`src/rtl/rxd_pkg.sv`:
```
`timescale 1ns / 1ps
// ----------------------------------------------------------------------------
// rxd_pkg
// Shared types, field widths and the microprogram of the dice roller.
// ----------------------------------------------------------------------------
package rxd_pkg;

  localparam int unsigned WordW  = 16;
  localparam int unsigned CountW = 8;
  localparam int unsigned SumW   = 24;
  localparam int unsigned RollW  = 25;
  localparam int unsigned BitCntW = 4;
  localparam int unsigned UpcW   = 3;

  localparam logic [0:0] REG_MIX_KEY      = 1'b0;
  localparam logic [0:0] REG_INITIAL_SEED = 1'b1;

  localparam logic [UpcW-1:0] STEP_WAIT  = 3'd0;
  localparam logic [UpcW-1:0] STEP_CHECK = 3'd1;
  localparam logic [UpcW-1:0] STEP_MIX   = 3'd2;
  localparam logic [UpcW-1:0] STEP_DIV   = 3'd3;
  localparam logic [UpcW-1:0] STEP_ACC   = 3'd4;
  localparam logic [UpcW-1:0] STEP_EMIT  = 3'd5;
  localparam logic [UpcW-1:0] STEP_BACK  = 3'd6;

  typedef enum logic [2:0] {
    COND_ALWAYS,
    COND_NO_INPUT,
    COND_ZERO_WORK,
    COND_DIV_MORE,
    COND_CNT_MORE,
    COND_OUT_BUSY
  } cond_e;

  typedef struct packed {
    logic accept;
    logic mix;
    logic div_step;
    logic acc;
    logic emit;
  } ctrl_t;

  typedef struct packed {
    logic in_valid;
    logic zero_work;
    logic div_more;
    logic cnt_more;
    logic out_busy;
  } status_t;

  typedef struct packed {
    ctrl_t           ctrl;
    cond_e           cond;
    logic [UpcW-1:0] target;
  } ucode_t;

  function automatic ucode_t ucode_rom(input logic [UpcW-1:0] addr);
    ucode_t w;
    w = '{ctrl: '0, cond: COND_ALWAYS, target: STEP_WAIT};
    unique case (addr)
      STEP_WAIT: begin
        w.ctrl.accept = 1'b1;
        w.cond        = COND_NO_INPUT;
        w.target      = STEP_WAIT;
      end
      STEP_CHECK: begin
        w.cond   = COND_ZERO_WORK;
        w.target = STEP_EMIT;
      end
      STEP_MIX: begin
        w.ctrl.mix = 1'b1;
        w.cond     = COND_ZERO_WORK;
        w.target   = STEP_EMIT;
      end
      STEP_DIV: begin
        w.ctrl.div_step = 1'b1;
        w.cond          = COND_DIV_MORE;
        w.target        = STEP_DIV;
      end
      STEP_ACC: begin
        w.ctrl.acc = 1'b1;
        w.cond     = COND_CNT_MORE;
        w.target   = STEP_MIX;
      end
      STEP_EMIT: begin
        w.ctrl.emit = 1'b1;
        w.cond      = COND_OUT_BUSY;
        w.target    = STEP_EMIT;
      end
      STEP_BACK: begin
        w.cond   = COND_ALWAYS;
        w.target = STEP_WAIT;
      end
      default: begin
        w.cond   = COND_ALWAYS;
        w.target = STEP_WAIT;
      end
    endcase
    return w;
  endfunction

endpackage

```
`src/rtl/rotate_xor_dice_roller.sv`:
```
`timescale 1ns / 1ps
// ----------------------------------------------------------------------------
// rotate_xor_dice_roller
// Keyed rotate/XOR dice roller run by a small microprogram.
//
//   Channel   Direction  Contents
//   s_axis    in         tuser: req_type; tdata: dice_count, die_sides, offset
//   m_axis    out        tdata: roll_value
//   cfg       in         index 0 mix_key, index 1 initial_seed (loads the word)
//
// A request with nonzero count and sides runs the mix, remainder and accumulate
// steps for each die, then emit and the return to the wait step; a zero count
// or zero sides goes to emit. Draws use the one-bit-per-cycle remainder unit.
// Reset clears the key and the generator word. A result waits in the output
// register; the next item is accepted meanwhile and held at its emit step.
// ----------------------------------------------------------------------------
module rotate_xor_dice_roller
  import rxd_pkg::*;
(
  input  logic        clk_i,
  input  logic        rst_ni,
  input  logic        s_axis_tvalid,
  output logic        s_axis_tready,
  input  logic [39:0] s_axis_tdata,  // dice_count[7:0], die_sides[23:8], offset[39:24]
  input  logic [0:0]  s_axis_tuser,  // req_type[0]
  output logic        m_axis_tvalid,
  input  logic        m_axis_tready,
  output logic [31:0] m_axis_tdata,  // roll_value[24:0], zeros above
  input  logic        cfg_we_i,
  input  logic [0:0]  cfg_idx_i,
  input  logic [15:0] cfg_data_i
);

  ctrl_t            ctrl;
  status_t          status;
  logic [RollW-1:0] roll_value;

  rxd_seq u_seq (
    .clk_i    (clk_i),
    .rst_ni   (rst_ni),
    .status_i (status),
    .ctrl_o   (ctrl)
  );

  rxd_dp u_dp (
    .clk_i        (clk_i),
    .rst_ni       (rst_ni),
    .ctrl_i       (ctrl),
    .status_o     (status),
    .in_valid_i   (s_axis_tvalid),
    .req_type_i   (s_axis_tuser[0]),
    .dice_count_i (s_axis_tdata[7:0]),
    .die_sides_i  (s_axis_tdata[23:8]),
    .offset_i     (s_axis_tdata[39:24]),
    .cfg_we_i     (cfg_we_i),
    .cfg_idx_i    (cfg_idx_i),
    .cfg_data_i   (cfg_data_i),
    .out_valid_o  (m_axis_tvalid),
    .out_ready_i  (m_axis_tready),
    .roll_value_o (roll_value)
  );

  assign s_axis_tready = ctrl.accept;
  assign m_axis_tdata  = {{(32-RollW){1'b0}}, roll_value};

endmodule

```
`src/rtl/rxd_seq.sv`:
```
`timescale 1ns / 1ps
// ----------------------------------------------------------------------------
// rxd_seq
// Step counter and microprogram table; jumps to the target when the condition holds, else steps on.
// ----------------------------------------------------------------------------
module rxd_seq
  import rxd_pkg::*;
(
  input  logic    clk_i,
  input  logic    rst_ni,
  input  status_t status_i,
  output ctrl_t   ctrl_o
);

  logic [UpcW-1:0] upc_q, upc_d;
  ucode_t          uw;
  logic            take;

  assign uw     = ucode_rom(upc_q);
  assign ctrl_o = uw.ctrl;

  always_comb begin
    unique case (uw.cond)
      COND_ALWAYS:    take = 1'b1;
      COND_NO_INPUT:  take = ~status_i.in_valid;
      COND_ZERO_WORK: take = status_i.zero_work;
      COND_DIV_MORE:  take = status_i.div_more;
      COND_CNT_MORE:  take = status_i.cnt_more;
      COND_OUT_BUSY:  take = status_i.out_busy;
      default:        take = 1'b1;
    endcase
    upc_d = take ? uw.target : upc_q + UpcW'(1);
  end

  always_ff @(posedge clk_i or negedge rst_ni) begin
    if (!rst_ni) begin
      upc_q <= STEP_WAIT;
    end else begin
      upc_q <= upc_d;
    end
  end

endmodule

```
`src/rtl/rxd_dp.sv`:
```
`timescale 1ns / 1ps
// ----------------------------------------------------------------------------
// rxd_dp
// Datapath: request registers, generator mix, serial remainder unit,
// accumulator and the output register.
// ----------------------------------------------------------------------------
module rxd_dp
  import rxd_pkg::*;
(
  input  logic              clk_i,
  input  logic              rst_ni,
  input  ctrl_t             ctrl_i,
  output status_t           status_o,
  input  logic              in_valid_i,
  input  logic              req_type_i,
  input  logic [CountW-1:0] dice_count_i,
  input  logic [WordW-1:0]  die_sides_i,
  input  logic [WordW-1:0]  offset_i,
  input  logic              cfg_we_i,
  input  logic [0:0]        cfg_idx_i,
  input  logic [WordW-1:0]  cfg_data_i,
  output logic              out_valid_o,
  input  logic              out_ready_i,
  output logic [RollW-1:0]  roll_value_o
);

  logic [WordW-1:0]   key_q, word_q;
  logic               type_q;
  logic [CountW-1:0]  cnt_q;
  logic [WordW-1:0]   sides_q, offset_q;
  logic [WordW-1:0]   rem_q, dvd_q;
  logic [BitCntW-1:0] bits_q;
  logic [SumW-1:0]    sum_q;
  logic               out_valid_q;
  logic [RollW-1:0]   roll_q;

  logic [WordW-1:0]   mix_a, mix_b, mix_x, mix_c, mag;
  logic [WordW:0]     shifted;
  logic [WordW+1:0]   trial;
  logic [RollW-1:0]   total;
  logic               in_take, out_busy;

  assign in_take  = ctrl_i.accept & in_valid_i;
  assign out_busy = out_valid_q & ~out_ready_i;

  assign mix_a = {word_q[WordW-3:0] ^ key_q[WordW-3:0],
                  word_q[WordW-1:WordW-2] ^ key_q[WordW-1:WordW-2]};
  assign mix_b = mix_a + key_q;
  assign mix_x = mix_b ^ word_q;
  assign mix_c = {mix_x[WordW-4:0], mix_x[WordW-1:WordW-3]};
  assign mag   = mix_c[WordW-1] ? (~mix_c + WordW'(1)) : mix_c;

  assign shifted = {rem_q, dvd_q[WordW-1]};
  assign trial   = {1'b0, shifted} - {2'b00, sides_q};

  assign total = {1'b0, sum_q} + {{(RollW-WordW){offset_q[WordW-1]}}, offset_q};

  assign status_o.in_valid  = in_valid_i;
  assign status_o.zero_work = (cnt_q == '0) || (sides_q == '0);
  assign status_o.div_more  = (bits_q != '0);
  assign status_o.cnt_more  = (cnt_q != CountW'(1));
  assign status_o.out_busy  = out_busy;

  assign out_valid_o  = out_valid_q;
  assign roll_value_o = roll_q;

  always_ff @(posedge clk_i or negedge rst_ni) begin
    if (!rst_ni) begin
      key_q       <= '0;
      word_q      <= '0;
      out_valid_q <= 1'b0;
    end else begin
      if (cfg_we_i) begin
        unique case (cfg_idx_i)
          REG_MIX_KEY:      key_q  <= cfg_data_i;
          REG_INITIAL_SEED: word_q <= cfg_data_i;
          default:          ;
        endcase
      end else if (ctrl_i.mix) begin
        word_q <= mag + WordW'(1);
      end
      if (ctrl_i.emit && !out_busy) begin
        out_valid_q <= 1'b1;
      end else if (out_ready_i) begin
        out_valid_q <= 1'b0;
      end
    end
  end

  always_ff @(posedge clk_i) begin
    if (in_take) begin
      type_q   <= req_type_i;
      cnt_q    <= dice_count_i;
      sides_q  <= die_sides_i;
      offset_q <= offset_i;
      sum_q    <= '0;
    end
    if (ctrl_i.mix) begin
      dvd_q  <= mag;
      rem_q  <= '0;
      bits_q <= BitCntW'(WordW - 1);
    end else if (ctrl_i.div_step) begin
      dvd_q  <= {dvd_q[WordW-2:0], 1'b0};
      bits_q <= bits_q - BitCntW'(1);
      rem_q  <= trial[WordW+1] ? shifted[WordW-1:0] : trial[WordW-1:0];
    end
    if (ctrl_i.acc) begin
      sum_q <= sum_q + SumW'(rem_q) + SumW'(1);
      cnt_q <= cnt_q - CountW'(1);
    end
    if (ctrl_i.emit && !out_busy) begin
      roll_q <= (!type_q && total[RollW-1]) ? '0 : total;
    end
  end

endmodule
```
`config.mk`:
```
export PLATFORM = sky130hd
export DESIGN_NAME = rotate_xor_dice_roller
export DESIGN_NICKNAME = d
export VERILOG_FILES = /design/src/rtl/rxd_pkg.sv /design/src/rtl/rotate_xor_dice_roller.sv /design/src/rtl/rxd_seq.sv /design/src/rtl/rxd_dp.sv
export SDC_FILE = /design/constraint.sdc
export NUM_CORES = 1
export LEC_CHECK = 0
export BUFFER_PORTS_ARGS = -buffer_cell sky130_fd_sc_hd__buf_2
export CAP_MARGIN = 20
export CELL_PAD_IN_SITES_DETAIL_PLACEMENT = 0
export CELL_PAD_IN_SITES_GLOBAL_PLACEMENT = 1
export CORE_ASPECT_RATIO = 0.75
export CORE_MARGIN = 10
export CORE_UTILIZATION = 51
export DETAILED_ROUTE_END_ITERATION = 8
export GPL_ROUTABILITY_DRIVEN = 1
export MAX_ROUTING_LAYER = met4
export PLACE_DENSITY_LB_ADDON = 0.1
export SLEW_MARGIN = 10
export SYNTH_ARGS = -nofsm -noshare
export SYNTH_HDL_FRONTEND = slang
export SYNTH_SLANG_ARGS = --single-unit
export TNS_END_PERCENT = 1
```
`constraint.sdc`:
```
create_clock -name clk_i -period 6.3 [get_ports clk_i]
set_input_delay 0.945 -clock clk_i [delete_from_list [all_inputs] [get_ports clk_i]]
set_output_delay 0.945 -clock clk_i [all_outputs]
set_load 0.01 [all_outputs]
```
==> results by group <==
Status
  – Run status: finished, final reports clean

Place
  – Buffers added on ports: 89
  – Placed cell areas: 0.0116 mm2
  – Dpl hpwl: 20300 um
  – GP Congestion: 0.957

Worst setup path
  – Worst path max stage delay: 0.66 ns
  – Reg-to-reg slack, setup: 1.19 ns
  – Crit start category: register
  – WP buf/inv: 1
  – WP data arrival: 5.41 ns
  – CP max-delay cell: or4_1
  – Worst EP required: 6.60 ns
  – Crit. End Element: register
  – Critical path cell sequence: xor2_1 -> ha_1 -> inv_1 -> fa_1 -> nor2b_1 -> o31ai_1 -> a21oi_1 -> o21ai_1 -> a211o_1 -> ha_1 -> o21ai_2 -> xnor2_1 -> a311oi_2 -> or4_1 -> nor3_1 -> xor2_1 -> o21ai_1
  – Family with the most delay on the worst path: compound AO/OA/AOI/OAI gates
  – Kind of critical path: register to register
  – Max FO, Critical Path: 10

Die
  – Die Y: 147 um
  – Core region area: 0.0211 mm2
  – # IOs: 97
  – Row count: 46
  – Die area: 0.0277 mm2
  – Chip width: 189 um
  – Initial Util: 51.8%

Timing
  – Maximum clock rate: 0.196 GHz
  – Max Clock Skew: 0.0159 ns
  – Hold Slack: 0.507 ns
  – Fin crit share: 81.1%
  – Final setup viols: 0
  – Max Transition Viols Final: 0
  – Final hold violations: 0
  – RSZ-0062 raised after global routing: no
  – Slew HR: 28.6%
  – Worst Max-Slew Pin Slew: 1.07 ns
  – Minimum clock period: 5.11 ns
  – Setup_tns: 0 ns

Synth
  – Yosys warnings: 0
  – Top_reg_cell synth: edfxtp_1
  – Syn Inst Count: 1122
  – Synth Cell Area: 0.0109 mm2
  – Synth cell types: 77
  – Synth async-reset ratio: 22.2%
  – Mean post-synth cell area: 9.72 um2
  – Sequential fraction of the synthesis area: 41.1%
  – Synth Register Bits: 162
  – Post-synth EDFFs: 106

Worst hold path
  – Min-delay worst type: register to register

Cells and area
  – Commonest non-fill, non-tap cells in the layout: edfxtp_1 (106), nor2_1 (94), buf_2 (89)
  – P&R area growth vs syn: 12.1%
  – Diodes inserted: 0
  – Share of cells above drive strength 1: 14.1%
  – Nets: 1355
  – Most common cell after layout, fill and taps aside: edfxtp_1
  – Fillers: 1898
  – Fin area: 0.0122 mm2

Clocking
  – CTS HTree Levels: 4
  – Root Driver: clkbuf_16
  – Clock Latency Late Sink: 0.44 ns
  – TritonCTS Buffers: 17
  – Post-CTS Hold Fix Bufs: 0
  – Clock tree buffer depth: 2
  – Clk sinks: 162
  – Clock Pin Slew Worst Setup and Hold Paths: 0.07 ns
  – Post-CTS sizing: 0
  – # Post-CTS Setup Buffers: 0
  – CTS tree: done

Detailed routing
  – DR vias: 8530
  – Total Wirelength: 27100 um
  – DRT iter0 DRCs: 699
  – Vias/cell: 5.66
  – Number of nets with antenna violations after routing: 0
  – Initial DRT Pass Iterations: 5
  – DRC Markers: 0
  – Wire per inst: 18.0 um

Global routing
  – GRT Util Overall: 20.1%
  – Initial antenna violation count: 0
  – Total gr overflow: 0
  – Vias in the first global route: 7752
  – Largest net degree at the start of global routing: 51
  – First-pass GRT wire length: 43600 um

Run
  – # Max-Cap Violations: 0
-- layer usage --
layer	vias up	global-route usage (%)	part of all wire [%]
met1	4023	32.4	56
met3	14	3.64	5.5
met4	0	3.96	0.72
met5	-	-	0
li1	4226	-	-
met2	267	24.5	38
-- final timing paths --
path | endpoint | from | depth (start not counted)
setup / recovery | u_dp.word_q[12]$_DFFE_PN0P_ | u_dp.word_q[14]$_DFFE_PN0P_ | 17
hold / removal | u_dp.bits_q[3]$_SDFFE_PP1P_ | u_dp.bits_q[3]$_SDFFE_PP1P_ | 2
setup reg to reg | u_dp.word_q[12]$_DFFE_PN0P_ | u_dp.word_q[14]$_DFFE_PN0P_ | 17
hold reg to reg | u_dp.bits_q[3]$_SDFFE_PP1P_ | u_dp.bits_q[3]$_SDFFE_PP1P_ | 2
max in group asynchronous | u_seq.upc_q[2]$_DFF_PN0_ | rst_ni | 1
min in group asynchronous | u_dp.word_q[9]$_DFFE_PN0P_ | rst_ni | 1
-- kinds of logic (layout without fill, tap and decap cells) --
| kind of cell | after synthesis | in the layout | share of synthesized area, % |
|---|---|---|---|
| adder cells (fa/ha/maj) | 87 | 87 | 10.3 |
| buffers and inverters | 99 | 189 | 3.81 |
| other | 1 | 7 | 0.0344 |
| AO/OA/AOI/OAI | 289 | 289 | 16.8 |
| flip-flops | 162 | 162 | 41.1 |
| AND/OR/NAND/NOR | 343 | 343 | 15.9 |
| multiplexers | 25 | 25 | 2.52 |
| XOR/XNOR | 116 | 116 | 9.52 |
-- sequential cells by signal (all words and copies together), names as in the netlist, named ones only --
name,flops
u_dp.bits_q,4
u_dp.cnt_q,8
u_dp.dvd_q,16
u_dp.key_q,16
u_dp.offset_q,16
u_dp.out_valid_o,1
u_dp.rem_q,16
u_dp.roll_value_o,25
u_dp.sides_q,16
u_dp.sum_q,24
u_dp.type_q,1
u_dp.word_q,16
u_seq.upc_q,2
-- final cells by class --
class	instances	area, um2	area share, %
flip-flops and latches	162	4480	36.7
clock inverters	14	180	1.47
clock buffers	18	429	3.51
multi-input cells	867	6040	49.4
inverters	59	221	1.81
repair buffers	98	513	4.19
well taps	288	360	2.95
-- synth_stat cells (4+ instances only) --
| cell type | n | area [um2] |
|---|---|---|
| nand2b_1 | 12 | 75.1 |
| o21ai_1 | 5 | 25.0 |
| mux2_2 | 16 | 180 |
| a31oi_1 | 9 | 56.3 |
| nor4_1 | 9 | 56.3 |
| dfxtp_1 | 20 | 400 |
| nand3_1 | 31 | 155 |
| clkbuf_1 | 27 | 101 |
| inv_1 | 59 | 221 |
| nor2b_1 | 18 | 113 |
| o31a_1 | 8 | 70.1 |
| or3_1 | 8 | 50.1 |
| xor2_1 | 54 | 473 |
| nor2_1 | 95 | 357 |
| xnor2_1 | 60 | 526 |
| edfxtp_1 | 106 | 3180 |
| mux2i_1 | 8 | 80.1 |
| o21a_1 | 10 | 75.1 |
| o211a_1 | 5 | 50.1 |
| o31ai_1 | 7 | 52.6 |
| or2_2 | 6 | 37.5 |
| a21oi_1 | 84 | 420 |
| a211o_1 | 5 | 43.8 |
| a21o_1 | 18 | 135 |
| a21boi_0 | 6 | 45.0 |
| fa_1 | 4 | 80.1 |
| nand2_1 | 74 | 278 |
| and3_1 | 18 | 113 |
| and2_1 | 11 | 68.8 |
| ha_1 | 83 | 1040 |
| or4_1 | 4 | 30.0 |
| nand4_1 | 5 | 31.3 |
| o21ai_0 | 87 | 435 |
| dfrtp_1 | 36 | 901 |
| buf_4 | 7 | 52.6 |
| o211ai_1 | 5 | 37.5 |
| nor3_1 | 31 | 155 |
| a211oi_1 | 8 | 60.1 |
| o21bai_1 | 8 | 60.1 |
-- per-stage QoR --
stage	utilization (%)	std cells	setup slack [ns]
finish	58.1	1506	1.19
global route	58.1	1506	0.854
CTS	58.1	1506	1.24
detailed placement	55.2	1474	1.28
global placement	55.2	1474	1.46
floorplan	-	1128	2.15
-- tightest hold or removal path: stages, from the launching register on --
cell and delay [ns]:
dfxtp_1 0.35, xnor2_1 0.08, nand2_1 0.06
Power is left out: the tool's default activity adds up to more than one toggle a clock period on the data nets, which glitch-free logic cannot reach.
